<file path="config.mk">
export PLATFORM = sky130hd
export DESIGN_NAME = timestamp_ordered_event_queue_core
export DESIGN_NICKNAME = d
export VERILOG_FILES = /design/src/rtl/teq_pkg.sv /design/src/rtl/timestamp_ordered_event_queue_core.sv /design/src/rtl/teq_ctrl.sv /design/src/rtl/teq_datapath.sv
export SDC_FILE = /design/constraint.sdc
export NUM_CORES = 2
export LEC_CHECK = 0
export BUFFER_PORTS_ARGS = -buffer_cell sky130_fd_sc_hd__buf_4
export CAP_MARGIN = 20
export CORE_MARGIN = 2
export CORE_UTILIZATION = 35
export DETAILED_ROUTE_END_ITERATION = 10
export PLACE_DENSITY_LB_ADDON = 0.1
export SYNTH_ARGS = -nofsm -noshare
export SYNTH_HDL_FRONTEND = slang
export SYNTH_HIERARCHICAL = 1
export SYNTH_SLANG_ARGS = --single-unit
</file>
<file path="constraint.sdc">
create_clock -name clk -period 14 [get_ports clk]
set_clock_uncertainty 0.05 [all_clocks]
set_input_delay 0 -clock clk [delete_from_list [all_inputs] [get_ports clk]]
set_output_delay 0 -clock clk [all_outputs]
set_load 0.01 [all_outputs]
</file>
<file path="src/rtl/teq_pkg.sv">
// ============================================================================
// teq_pkg: shared types and constants of the timestamp-ordered event queue
// Holds queue sizing, field types, operation and status codes, and the
// command and status records passed between the controller and the datapath.
// ============================================================================
`default_nettype none

package teq_pkg;

  // Queue sizing.
  localparam int QUEUE_DEPTH = 16;
  localparam int TAG_BITS    = 16;
  localparam int CNT_W       = $clog2(QUEUE_DEPTH + 1);

  // Fixed port field widths.
  localparam int TIME_W    = 32;
  localparam int OUT_TAG_W = 16;
  localparam int OUT_CNT_W = 5;

  typedef logic [TIME_W-1:0]    time_t;
  typedef logic [TAG_BITS-1:0]  tag_t;
  typedef logic [OUT_TAG_W-1:0] out_tag_t;
  typedef logic [CNT_W-1:0]     cnt_t;
  typedef logic [OUT_CNT_W-1:0] out_cnt_t;

  // Operation codes; the last code is a no-op.
  typedef enum logic [1:0] {
    OP_INSERT = 2'd0,
    OP_POP    = 2'd1,
    OP_PEEK   = 2'd2,
    OP_NONE   = 2'd3
  } op_e;

  // Result status codes.
  typedef enum logic [1:0] {
    ST_OK    = 2'd0,
    ST_EMPTY = 2'd1,
    ST_FULL  = 2'd2
  } status_e;

  // Commands from the controller to the datapath, valid for one cycle.
  typedef struct packed {
    logic    load;       // capture a new result beat
    logic    shift_in;   // insert the new entry in sorted position
    logic    shift_out;  // remove the head entry
    logic    show_head;  // report the head entry in the result
    status_e res_status; // status of the result beat
  } cmd_t;

  // Queue status back to the controller.
  typedef struct packed {
    logic empty;
    logic full;
  } sts_t;

endpackage

`default_nettype wire

</file>
<file path="src/rtl/timestamp_ordered_event_queue_core.sv">
// ============================================================================
// timestamp_ordered_event_queue_core: bounded timestamp-sorted event queue
// Top level joining the controller and the sorted cell-chain datapath.
// ============================================================================
// Usage:
//   The input channel (in_valid/in_ready) carries one operation beat: insert
//   (event_time, event_tag), pop the earliest entry, or peek at it. Entries
//   with equal timestamps leave in arrival order. The output channel
//   (out_valid/out_ready) returns exactly one result beat per operation with
//   status, head_time, head_tag and entry_count after the operation.
//   out_valid rises in the cycle after input acceptance. Every operation
//   completes without extra steps because all cells compare the timestamp in
//   parallel, so one item per cycle is sustained while out_ready is high.
//   When the receiver stalls, the result holds in the output register and a
//   new beat is taken only in the cycle the held result drains.
//   Reset empties the queue and clears out_valid at the next rising edge.
//   A full queue drops inserts with status full; pop or peek on an empty
//   queue returns status empty.
// ============================================================================
`default_nettype none

module timestamp_ordered_event_queue_core (
  input  wire logic                          clk,
  input  wire logic                          rst,
  input  wire logic                          in_valid,
  output logic                               in_ready,
  input  wire logic [1:0]                    operation,
  input  wire logic [teq_pkg::TIME_W-1:0]    event_time,
  input  wire logic [teq_pkg::OUT_TAG_W-1:0] event_tag,
  output logic                               out_valid,
  input  wire logic                          out_ready,
  output logic [1:0]                         status,
  output logic [teq_pkg::TIME_W-1:0]         head_time,
  output logic [teq_pkg::OUT_TAG_W-1:0]      head_tag,
  output logic [teq_pkg::OUT_CNT_W-1:0]      entry_count
);

  teq_pkg::cmd_t cmd;
  teq_pkg::sts_t sts;

  // Handshake control and operation decode.
  teq_ctrl u_ctrl (
    .clk       (clk),
    .rst       (rst),
    .in_valid  (in_valid),
    .in_ready  (in_ready),
    .operation (operation),
    .out_valid (out_valid),
    .out_ready (out_ready),
    .sts       (sts),
    .cmd       (cmd)
  );

  // Sorted entry storage and result register.
  teq_datapath u_datapath (
    .clk         (clk),
    .rst         (rst),
    .cmd         (cmd),
    .sts         (sts),
    .event_time  (event_time),
    .event_tag   (event_tag),
    .status      (status),
    .head_time   (head_time),
    .head_tag    (head_tag),
    .entry_count (entry_count)
  );

endmodule

`default_nettype wire

</file>
<file path="src/rtl/teq_ctrl.sv">
// ============================================================================
// teq_ctrl: controller of the timestamp-ordered event queue
// Runs the input and output handshakes, decodes each accepted operation
// against the queue status and issues one command to the datapath.
// ============================================================================
`default_nettype none

module teq_ctrl (
  input  wire logic            clk,
  input  wire logic            rst,
  input  wire logic            in_valid,
  output logic                 in_ready,
  input  wire logic [1:0]      operation,
  output logic                 out_valid,
  input  wire logic            out_ready,
  input  wire teq_pkg::sts_t   sts,
  output teq_pkg::cmd_t        cmd
);

  typedef enum logic {
    S_IDLE,
    S_RESULT
  } state_t;

  state_t state;
  state_t state_next;
  logic   accept;
  teq_pkg::op_e op;

  // A new item may enter whenever the result register is free or drains now.
  assign in_ready  = (state == S_IDLE) || out_ready;
  assign accept    = in_valid && in_ready;
  assign out_valid = (state == S_RESULT);
  assign op        = teq_pkg::op_e'(operation);

  // Decode the operation against the current fill status.
  always_comb begin
    cmd            = '0;
    cmd.load       = accept;
    cmd.res_status = teq_pkg::ST_OK;
    unique case (op)
      teq_pkg::OP_INSERT: begin
        if (sts.full) begin
          cmd.res_status = teq_pkg::ST_FULL;
        end else begin
          cmd.shift_in = accept;
        end
      end
      teq_pkg::OP_POP: begin
        if (sts.empty) begin
          cmd.res_status = teq_pkg::ST_EMPTY;
        end else begin
          cmd.shift_out = accept;
          cmd.show_head = 1'b1;
        end
      end
      teq_pkg::OP_PEEK: begin
        if (sts.empty) begin
          cmd.res_status = teq_pkg::ST_EMPTY;
        end else begin
          cmd.show_head = 1'b1;
        end
      end
      default: begin
        cmd.res_status = teq_pkg::ST_OK;
      end
    endcase
  end

  // Next state of the result holding register.
  always_comb begin
    state_next = state;
    unique case (state)
      S_IDLE: begin
        if (accept) begin
          state_next = S_RESULT;
        end
      end
      S_RESULT: begin
        if (accept) begin
          state_next = S_RESULT;
        end else if (out_ready) begin
          state_next = S_IDLE;
        end
      end
      default: state_next = S_IDLE;
    endcase
  end

  // State register.
  always_ff @(posedge clk) begin
    if (rst) begin
      state <= S_IDLE;
    end else begin
      state <= state_next;
    end
  end

endmodule

`default_nettype wire

</file>
<file path="src/rtl/teq_datapath.sv">
// ============================================================================
// teq_datapath: sorted cell chain and result register
// Each cell compares the incoming timestamp with its own entry in parallel;
// an insert shifts the later entries up by one, a pop shifts all down by one.
// ============================================================================
`default_nettype none

module teq_datapath (
  input  wire logic                              clk,
  input  wire logic                              rst,
  input  wire teq_pkg::cmd_t                     cmd,
  output teq_pkg::sts_t                          sts,
  input  wire logic [teq_pkg::TIME_W-1:0]        event_time,
  input  wire logic [teq_pkg::OUT_TAG_W-1:0]     event_tag,
  output logic [1:0]                             status,
  output logic [teq_pkg::TIME_W-1:0]             head_time,
  output logic [teq_pkg::OUT_TAG_W-1:0]          head_tag,
  output logic [teq_pkg::OUT_CNT_W-1:0]          entry_count
);

  teq_pkg::time_t slot_time [teq_pkg::QUEUE_DEPTH];
  teq_pkg::tag_t  slot_tag  [teq_pkg::QUEUE_DEPTH];
  teq_pkg::cnt_t  fill;
  teq_pkg::cnt_t  fill_next;
  teq_pkg::tag_t  new_tag;

  // Per cell: the new entry belongs at or before this cell.
  logic [teq_pkg::QUEUE_DEPTH-1:0] later;

  assign new_tag   = teq_pkg::tag_t'(event_tag);
  assign sts.empty = (fill == '0);
  assign sts.full  = (fill == teq_pkg::cnt_t'(teq_pkg::QUEUE_DEPTH));

  // Fill level after the current command.
  always_comb begin
    fill_next = fill;
    if (cmd.shift_in) begin
      fill_next = fill + teq_pkg::cnt_t'(1);
    end else if (cmd.shift_out) begin
      fill_next = fill - teq_pkg::cnt_t'(1);
    end
  end

  always_ff @(posedge clk) begin
    if (rst) begin
      fill <= '0;
    end else begin
      fill <= fill_next;
    end
  end

  // Cell chain. Empty cells count as later than any timestamp, so the flags
  // form a suffix that starts at the insert position.
  for (genvar i = 0; i < teq_pkg::QUEUE_DEPTH; i++) begin : g_cell
    assign later[i] = (teq_pkg::cnt_t'(i) >= fill) || (event_time < slot_time[i]);

    always_ff @(posedge clk) begin
      if (cmd.shift_in) begin
        if (i > 0 && later[(i > 0) ? i - 1 : 0]) begin
          slot_time[i] <= slot_time[(i > 0) ? i - 1 : 0];
          slot_tag[i]  <= slot_tag[(i > 0) ? i - 1 : 0];
        end else if (later[i]) begin
          slot_time[i] <= event_time;
          slot_tag[i]  <= new_tag;
        end
      end else if (cmd.shift_out && i < teq_pkg::QUEUE_DEPTH - 1) begin
        slot_time[i] <= slot_time[(i < teq_pkg::QUEUE_DEPTH - 1) ? i + 1 : i];
        slot_tag[i]  <= slot_tag[(i < teq_pkg::QUEUE_DEPTH - 1) ? i + 1 : i];
      end
    end
  end

  // Result register; holds while the receiver stalls.
  always_ff @(posedge clk) begin
    if (cmd.load) begin
      status      <= cmd.res_status;
      head_time   <= cmd.show_head ? slot_time[0] : '0;
      head_tag    <= cmd.show_head ? teq_pkg::out_tag_t'(slot_tag[0]) : '0;
      entry_count <= teq_pkg::out_cnt_t'(fill_next);
    end
  end

endmodule

`default_nettype wire
</file>
**Yosys cells after proc, flatten, opt, wreduce, memory -nomap -nowiden**

Memory sizes are Yosys's and may differ from the RTL's.
Cells that the tools add are included.

- Bits in registers: 61
- RAM bits: 768
- Input port bits: 54
- Output and inout bits: 57
- Memories kept: 2

- $add $sub $neg: 2
- Magnitude comparators: 32
- Eq/ne operators: 3
- Multiplexer cells: 169
- Bitwise operators: 61
- Reduce and logical (&&, ||, !) cells: 21

Memories:

| name | words | width | rd ports | clocked after Yosys merged registers in | wr ports | line | source |
|---|---|---|---|---|---|---|---|
| u_datapath.slot_time | 16 | 32 | 16 | 0 | 16 | teq_datapath.sv:21 | `teq_pkg::time_t slot_time [teq_pkg::QUEUE_DEPTH];` |
| u_datapath.slot_tag | 16 | 16 | 16 | 0 | 16 | teq_datapath.sv:22 | `teq_pkg::tag_t slot_tag [teq_pkg::QUEUE_DEPTH];` |

Operator list:

| cell | number |
|---|---|
| $mux W32 | 30 |
| $lt A32 B32 Y1 | 16 |
| $mux W16 | 30 |
| $mux W1 | 102 |
| $or A1 B1 Y1 | 60 |
| $ge A4 B5 Y1 const A | 8 |
| $ge A3 B5 Y1 const A | 4 |
| $logic_or A1 B1 Y1 | 17 |
| $ge A1 B5 Y1 const A | 2 |
| $ge A2 B5 Y1 const A | 2 |
| $mux W5 | 2 |
| $add A5 B1 Y5 const B | 1 |
| $eq A5 B5 Y1 const B | 1 |
| $logic_not A5 Y1 | 1 |
| $sub A5 B1 Y5 const B | 1 |
| $mux W2 | 2 |
| $pmux W1 S2 | 2 |
| $pmux W2 S2 | 1 |
| $eq A2 B1 Y1 const B | 1 |
| $eq A2 B2 Y1 const B | 1 |
| $logic_not A2 Y1 | 1 |
| $reduce_or A2 Y1 | 1 |
| $logic_and A1 B1 Y1 | 1 |
| $not A1 Y1 | 1 |

**Longest topological paths before layout**

- Word-level depth: 9
- Gate-level depth with buffers: 14
- Depth with buffers taken out: 11

**By module**

Netlist, hierarchy kept.

By module, submodules not included:

| module | instances | cells each | area each (um^2) |
|---|---|---|---|
| teq_datapath | 1 | 5,461 | 54,985.2 |
| teq_ctrl | 1 | 18 | 161.4 |

**Worst setup path before layout**

OpenSTA, ideal clock, no wires.

- Path type: flip-flop to flip-flop
- From: register u_datapath.fill[2]
- To: memory u_datapath/slot_tag[0][16] in the netlist's numbering (enable)
- Library setup time: 0.520 ns
- Arrival: 5.263 ns
- Required time: 13.430 ns
- Slack: 8.167 ns
- Cell stages (with the launch flop): 9
- Buffers on the path: 3
- Cell sequence: dfxtp_1 > clkbuf_1 > clkbuf_1 > nor2_1 > and3_1 > and4b_1 > clkbuf_1 > nor2_1 > o21ai_0

RTL lines:

| element | line | source |
|---|---|---|
| start, declared | teq_datapath.sv:23 | `teq_pkg::cnt_t fill;` |
| start signal, assigned | teq_datapath.sv:48 | `fill <= fill_next;` |
| end, declared | teq_datapath.sv:22 |  |

==> impl_table.tex <==
\begin{tabular}{lr}
\hline
Metric & Value \\
\hline
\multicolumn{2}{l}{\textbf{Yosys}} \\
\quad Post-synthesis sequential area ratio & 0.4503 \\
\quad Number of enable-type register cells in the synthesized netlist & 823 \\
\quad Mapped Cells & 5479 \\
\quad Count of distinct cell types in the synthesized netlist & 76 \\
\quad FF+latch count, synth & 829 \\
\quad Avg Inst Size Synth & 10.07 um2 \\
\quad Warnings, synthesis & 6 \\
\quad Most common flop cell mapped by yosys & sky130\_fd\_sc\_hd\_\_edfxtp\_1 \\
\quad Post-Syn Area & 55150 um2 \\
\quad Net Count, Synth & 6038 \\
\quad Share of flip-flops with an asynchronous set or reset & 0 \\
\multicolumn{2}{l}{\textbf{Timing}} \\
\quad Setup violations, final & 0 \\
\quad Count of final hold-check violations & 0 \\
\quad Summed negative setup slack over all endpoints & 0 ps \\
\quad Slew at the pin with the worst max-slew slack & 1154 ps \\
\quad Setup repair after global routing missed its margin & no \\
\quad Max-Slew Margin vs Limit & 0.2226 \\
\quad Number of max-slew violations in the final report & 0 \\
\quad Max Fclk & 0.1692 GHz \\
\quad Clock period minus worst slack & 5909 ps \\
\quad Post-route fraction of the period consumed by the critical path & 0.4221 \\
\multicolumn{2}{l}{\textbf{Critical path}} \\
\quad Nature of the critical path startpoint & register \\
\quad Max FO, Critical Path & 63 \\
\quad Path type of the worst setup path & register to register \\
\quad CP Capture Type & register \\
\quad Crit path arrival time & 6340 ps \\
\quad Data required time at the worst endpoint & 14430 ps \\
\multicolumn{2}{l}{\textbf{Finish}} \\
\quad Number of nets in the layout & 6016 \\
\quad Area growth from synthesis to layout & 12.40\% \\
\quad Utilization after layout & 0.3964 \\
\quad Commonest cells after routing, fill and taps aside & 823 x sky130\_fd\_sc\_hd\_\_edfxtp\_1, 542 x sky130\_fd\_sc\_hd\_\_nand2\_1, 505 x sky130\_fd\_sc\_hd\_\_inv\_1, 505 x sky130\_fd\_sc\_hd\_\_ha\_1, 413 x sky130\_fd\_sc\_hd\_\_a21oi\_1 \\
\quad Final design area excluding fillers & 61990 um2 \\
\quad Final instance count without filler cells & 7608 \\
\quad Share of final-layout standard cells stronger than drive strength 1 & 0.09214 \\
\quad Most common cell after layout, fill and taps aside & sky130\_fd\_sc\_hd\_\_edfxtp\_1 \\
\multicolumn{2}{l}{\textbf{Route}} \\
\quad Number of vias in the routed layout & 44110 \\
\quad \# DRC & 0 \\
\quad First-pass iteration count of the detailed router & 6 \\
\quad Final routed wire length divided by cell count & 27.27 um \\
\quad Drt first-iter violations & 4132 \\
\quad Via density per instance & 5.798 \\
\quad Total wire length after detailed routing & 207.4 mm \\
\quad Remaining antenna violation count after routing & 0 \\
\multicolumn{2}{l}{\textbf{Power}} \\
\quad Power density relative to cell area & 108.3 nW/um2 \\
\quad Maximum vdd drop & 0.09336 mV \\
\quad Reported leakage power & 0.02535 uW \\
\multicolumn{2}{l}{\textbf{Floorplanning}} \\
\quad Count of pins on the block boundary & 111 \\
\quad Count of standard-cell rows & 145 \\
\quad Initial standard-cell utilization of the core & 0.3526 \\
\quad Die height & 400.9 um \\
\quad Chip Width & 400.9 um \\
\quad Total core area & 156400 um2 \\
\quad Die outline area & 160800 um2 \\
\multicolumn{2}{l}{\textbf{Global routing}} \\
\quad Antenna violations before repair & 10 \\
\quad Largest net degree at the start of global routing & 166 \\
\quad GRT Total Usage & 0.2510 \\
\quad Wire length of the first global-routing pass & 300.2 mm \\
\quad Global-route congestion overflow total & 0 \\
\quad Vias in the first global route & 42830 \\
\multicolumn{2}{l}{\textbf{Status}} \\
\quad Outcome & finished clean \\
\multicolumn{2}{l}{\textbf{Hold path}} \\
\quad Worst hold path type & input pin to register \\
\multicolumn{2}{l}{\textbf{Clock tree}} \\
\quad CTS max path bufs & 3 \\
\quad TritonCTS clock tree & yes \\
\quad Library cell used as clock root buffer & sky130\_fd\_sc\_hd\_\_clkbuf\_16 \\
\quad Number of hold buffers added after CTS & 57 \\
\quad Setup bufs post-CTS & 0 \\
\quad Number of levels the H-tree was split into & 3 \\
\quad Number of buffers created by CTS & 108 \\
\quad Latest clock arrival within the worst-skew pair & 750 ps \\
\quad TritonCTS Sinks & 829 \\
\quad Clock transition at the register clock pins on the worst setup and hold paths after CTS & 60 ps \\
\quad Count of cells resized by post-cts repair & 0 \\
\multicolumn{2}{l}{\textbf{Job}} \\
\quad Max-capacitance violation count & 0 \\
\multicolumn{2}{l}{\textbf{Placed design}} \\
\quad Total placed instance area & 57980 um2 \\
\quad Dpl cells & 7347 \\
\quad Count of buffers from port buffering & 110 \\
\quad HPWL after detailed placement & 134.6 mm \\
\quad Placer's final routability congestion estimate & 0.8735 \\
\hline
\end{tabular}
[kinds of logic after synthesis]
kind of cell | share of synthesized area
buffers and inverters | 0.06330
adder cells (fa/ha/maj) | 0.1146
AO/OA/AOI/OAI | 0.1691
XOR/XNOR | 0.0006354
flip-flops | 0.4503
AND/OR/NAND/NOR | 0.1203
multiplexers | 0.08168
[synth_stat cells (20+ instances only)]
cell | instances | share of area
sky130_fd_sc_hd__nand2b_1 | 50 | 0.0057
sky130_fd_sc_hd__nand3_1 | 178 | 0.016
sky130_fd_sc_hd__o211a_1 | 64 | 0.012
sky130_fd_sc_hd__o221a_2 | 31 | 0.0063
sky130_fd_sc_hd__nor2_1 | 352 | 0.024
sky130_fd_sc_hd__mux2i_1 | 342 | 0.062
sky130_fd_sc_hd__a221o_1 | 126 | 0.023
sky130_fd_sc_hd__nor2b_1 | 130 | 0.015
sky130_fd_sc_hd__ha_1 | 505 | 0.11
sky130_fd_sc_hd__a21oi_1 | 418 | 0.038
sky130_fd_sc_hd__nand4_1 | 80 | 0.0091
sky130_fd_sc_hd__a21o_1 | 66 | 0.0090
sky130_fd_sc_hd__nand2_1 | 548 | 0.037
sky130_fd_sc_hd__clkbuf_1 | 302 | 0.021
sky130_fd_sc_hd__nor3_1 | 26 | 0.0024
sky130_fd_sc_hd__buf_2 | 51 | 0.0046
sky130_fd_sc_hd__mux2_2 | 76 | 0.016
sky130_fd_sc_hd__mux2_1 | 20 | 0.0041
sky130_fd_sc_hd__and2_1 | 50 | 0.0057
sky130_fd_sc_hd__o211ai_1 | 33 | 0.0045
sky130_fd_sc_hd__a22oi_1 | 48 | 0.0065
sky130_fd_sc_hd__edfxtp_1 | 823 | 0.45
sky130_fd_sc_hd__o221ai_1 | 94 | 0.015
sky130_fd_sc_hd__a211oi_1 | 133 | 0.018
sky130_fd_sc_hd__inv_1 | 505 | 0.034
sky130_fd_sc_hd__o21ai_0 | 228 | 0.021
sky130_fd_sc_hd__a31oi_1 | 58 | 0.0066
[final cells by class]
| cell class | instances | area, um2 |
|---|---|---|
| diodes | 4 | 10.01 |
| well taps | 2058 | 2575 |
| inverters | 506 | 1904 |
| multi-input cells | 3761 | 27190 |
| clock inverters | 65 | 604.3 |
| flip-flops and latches | 829 | 24830 |
| clock buffers | 134 | 2800 |
| fillers | 15390 | 94400 |
| repair buffers | 251 | 2068 |
[state kept, by name, indices dropped and copies added (netlist names)]
| register | flops |
|---|---|
| u_datapath/slot_time | 512 |
| u_datapath/slot_tag | 256 |
| u_datapath/head_time | 32 |
| u_datapath/head_tag | 16 |
| u_datapath/entry_count | 5 |
| u_datapath/fill | 5 |
| u_datapath/status | 2 |
| u_ctrl/out_valid | 1 |
[per-stage QoR]
step | total power, uW | setup WS [ps] | hold slack, ps
final | 6715 | 8091 | 221.2
after global placement | 3947 | 8302 | 228.9
after global routing | 6979 | 7884 | 220.9
after CTS | 6775 | 8185 | 161.3
after floorplan | 3577 | 8167 | 19.07
after detailed placement | 3964 | 8218 | 232.3
[per-layer routing]
layer / vias up / routed length (um) / GRT usage / part of all wire
met3: 249 / 11900 / 0.02923 / 0.057
met5: - / 21 / 0 / 0.00010
met4: 4 / 5042 / 0.06792 / 0.024
met2: 1436 / 95700 / 0.4072 / 0.46
li1: 20230 / - / - / -
met1: 22190 / 94780 / 0.3533 / 0.46
[power breakdown]
| part | internal, uW | switching (uW) | leakage [uW] |
|---|---|---|---|
| logic | 332 | 620 | 0.0160 |
| registers | 2900 | 84.8 | 0.00768 |
| clock network | 1580 | 1200 | 0.00166 |
| total | 4810 | 1900 | 0.0254 |
[path summary, 6_finish.rpt]
check / start / end / slack (ps) / cells after the start
max: u_datapath/fill[4] / u_datapath/slot_time[1][0] / 8090 / 9
min: event_tag[9] / u_datapath/slot_tag[0][9] / 220 / 4
max reg2reg: u_datapath/fill[4] / u_datapath/slot_time[1][0] / 8090 / 9
min reg2reg: u_datapath/slot_tag[1][114] / u_datapath/slot_tag[1][98] / 470 / 2
[worst max-delay path: stages, from the launching register on]
cell,delay [ps]
sky130_fd_sc_hd__dfxtp_1,750
sky130_fd_sc_hd__nor3_1,200
sky130_fd_sc_hd__and2_1,250
sky130_fd_sc_hd__and4b_4,1010
sky130_fd_sc_hd__buf_4,750
sky130_fd_sc_hd__or2_2,250
sky130_fd_sc_hd__o21ai_0,330
sky130_fd_sc_hd__nor2_4,880
sky130_fd_sc_hd__buf_4,630
sky130_fd_sc_hd__mux2_2,400
(Power assumes the default switching activity.)
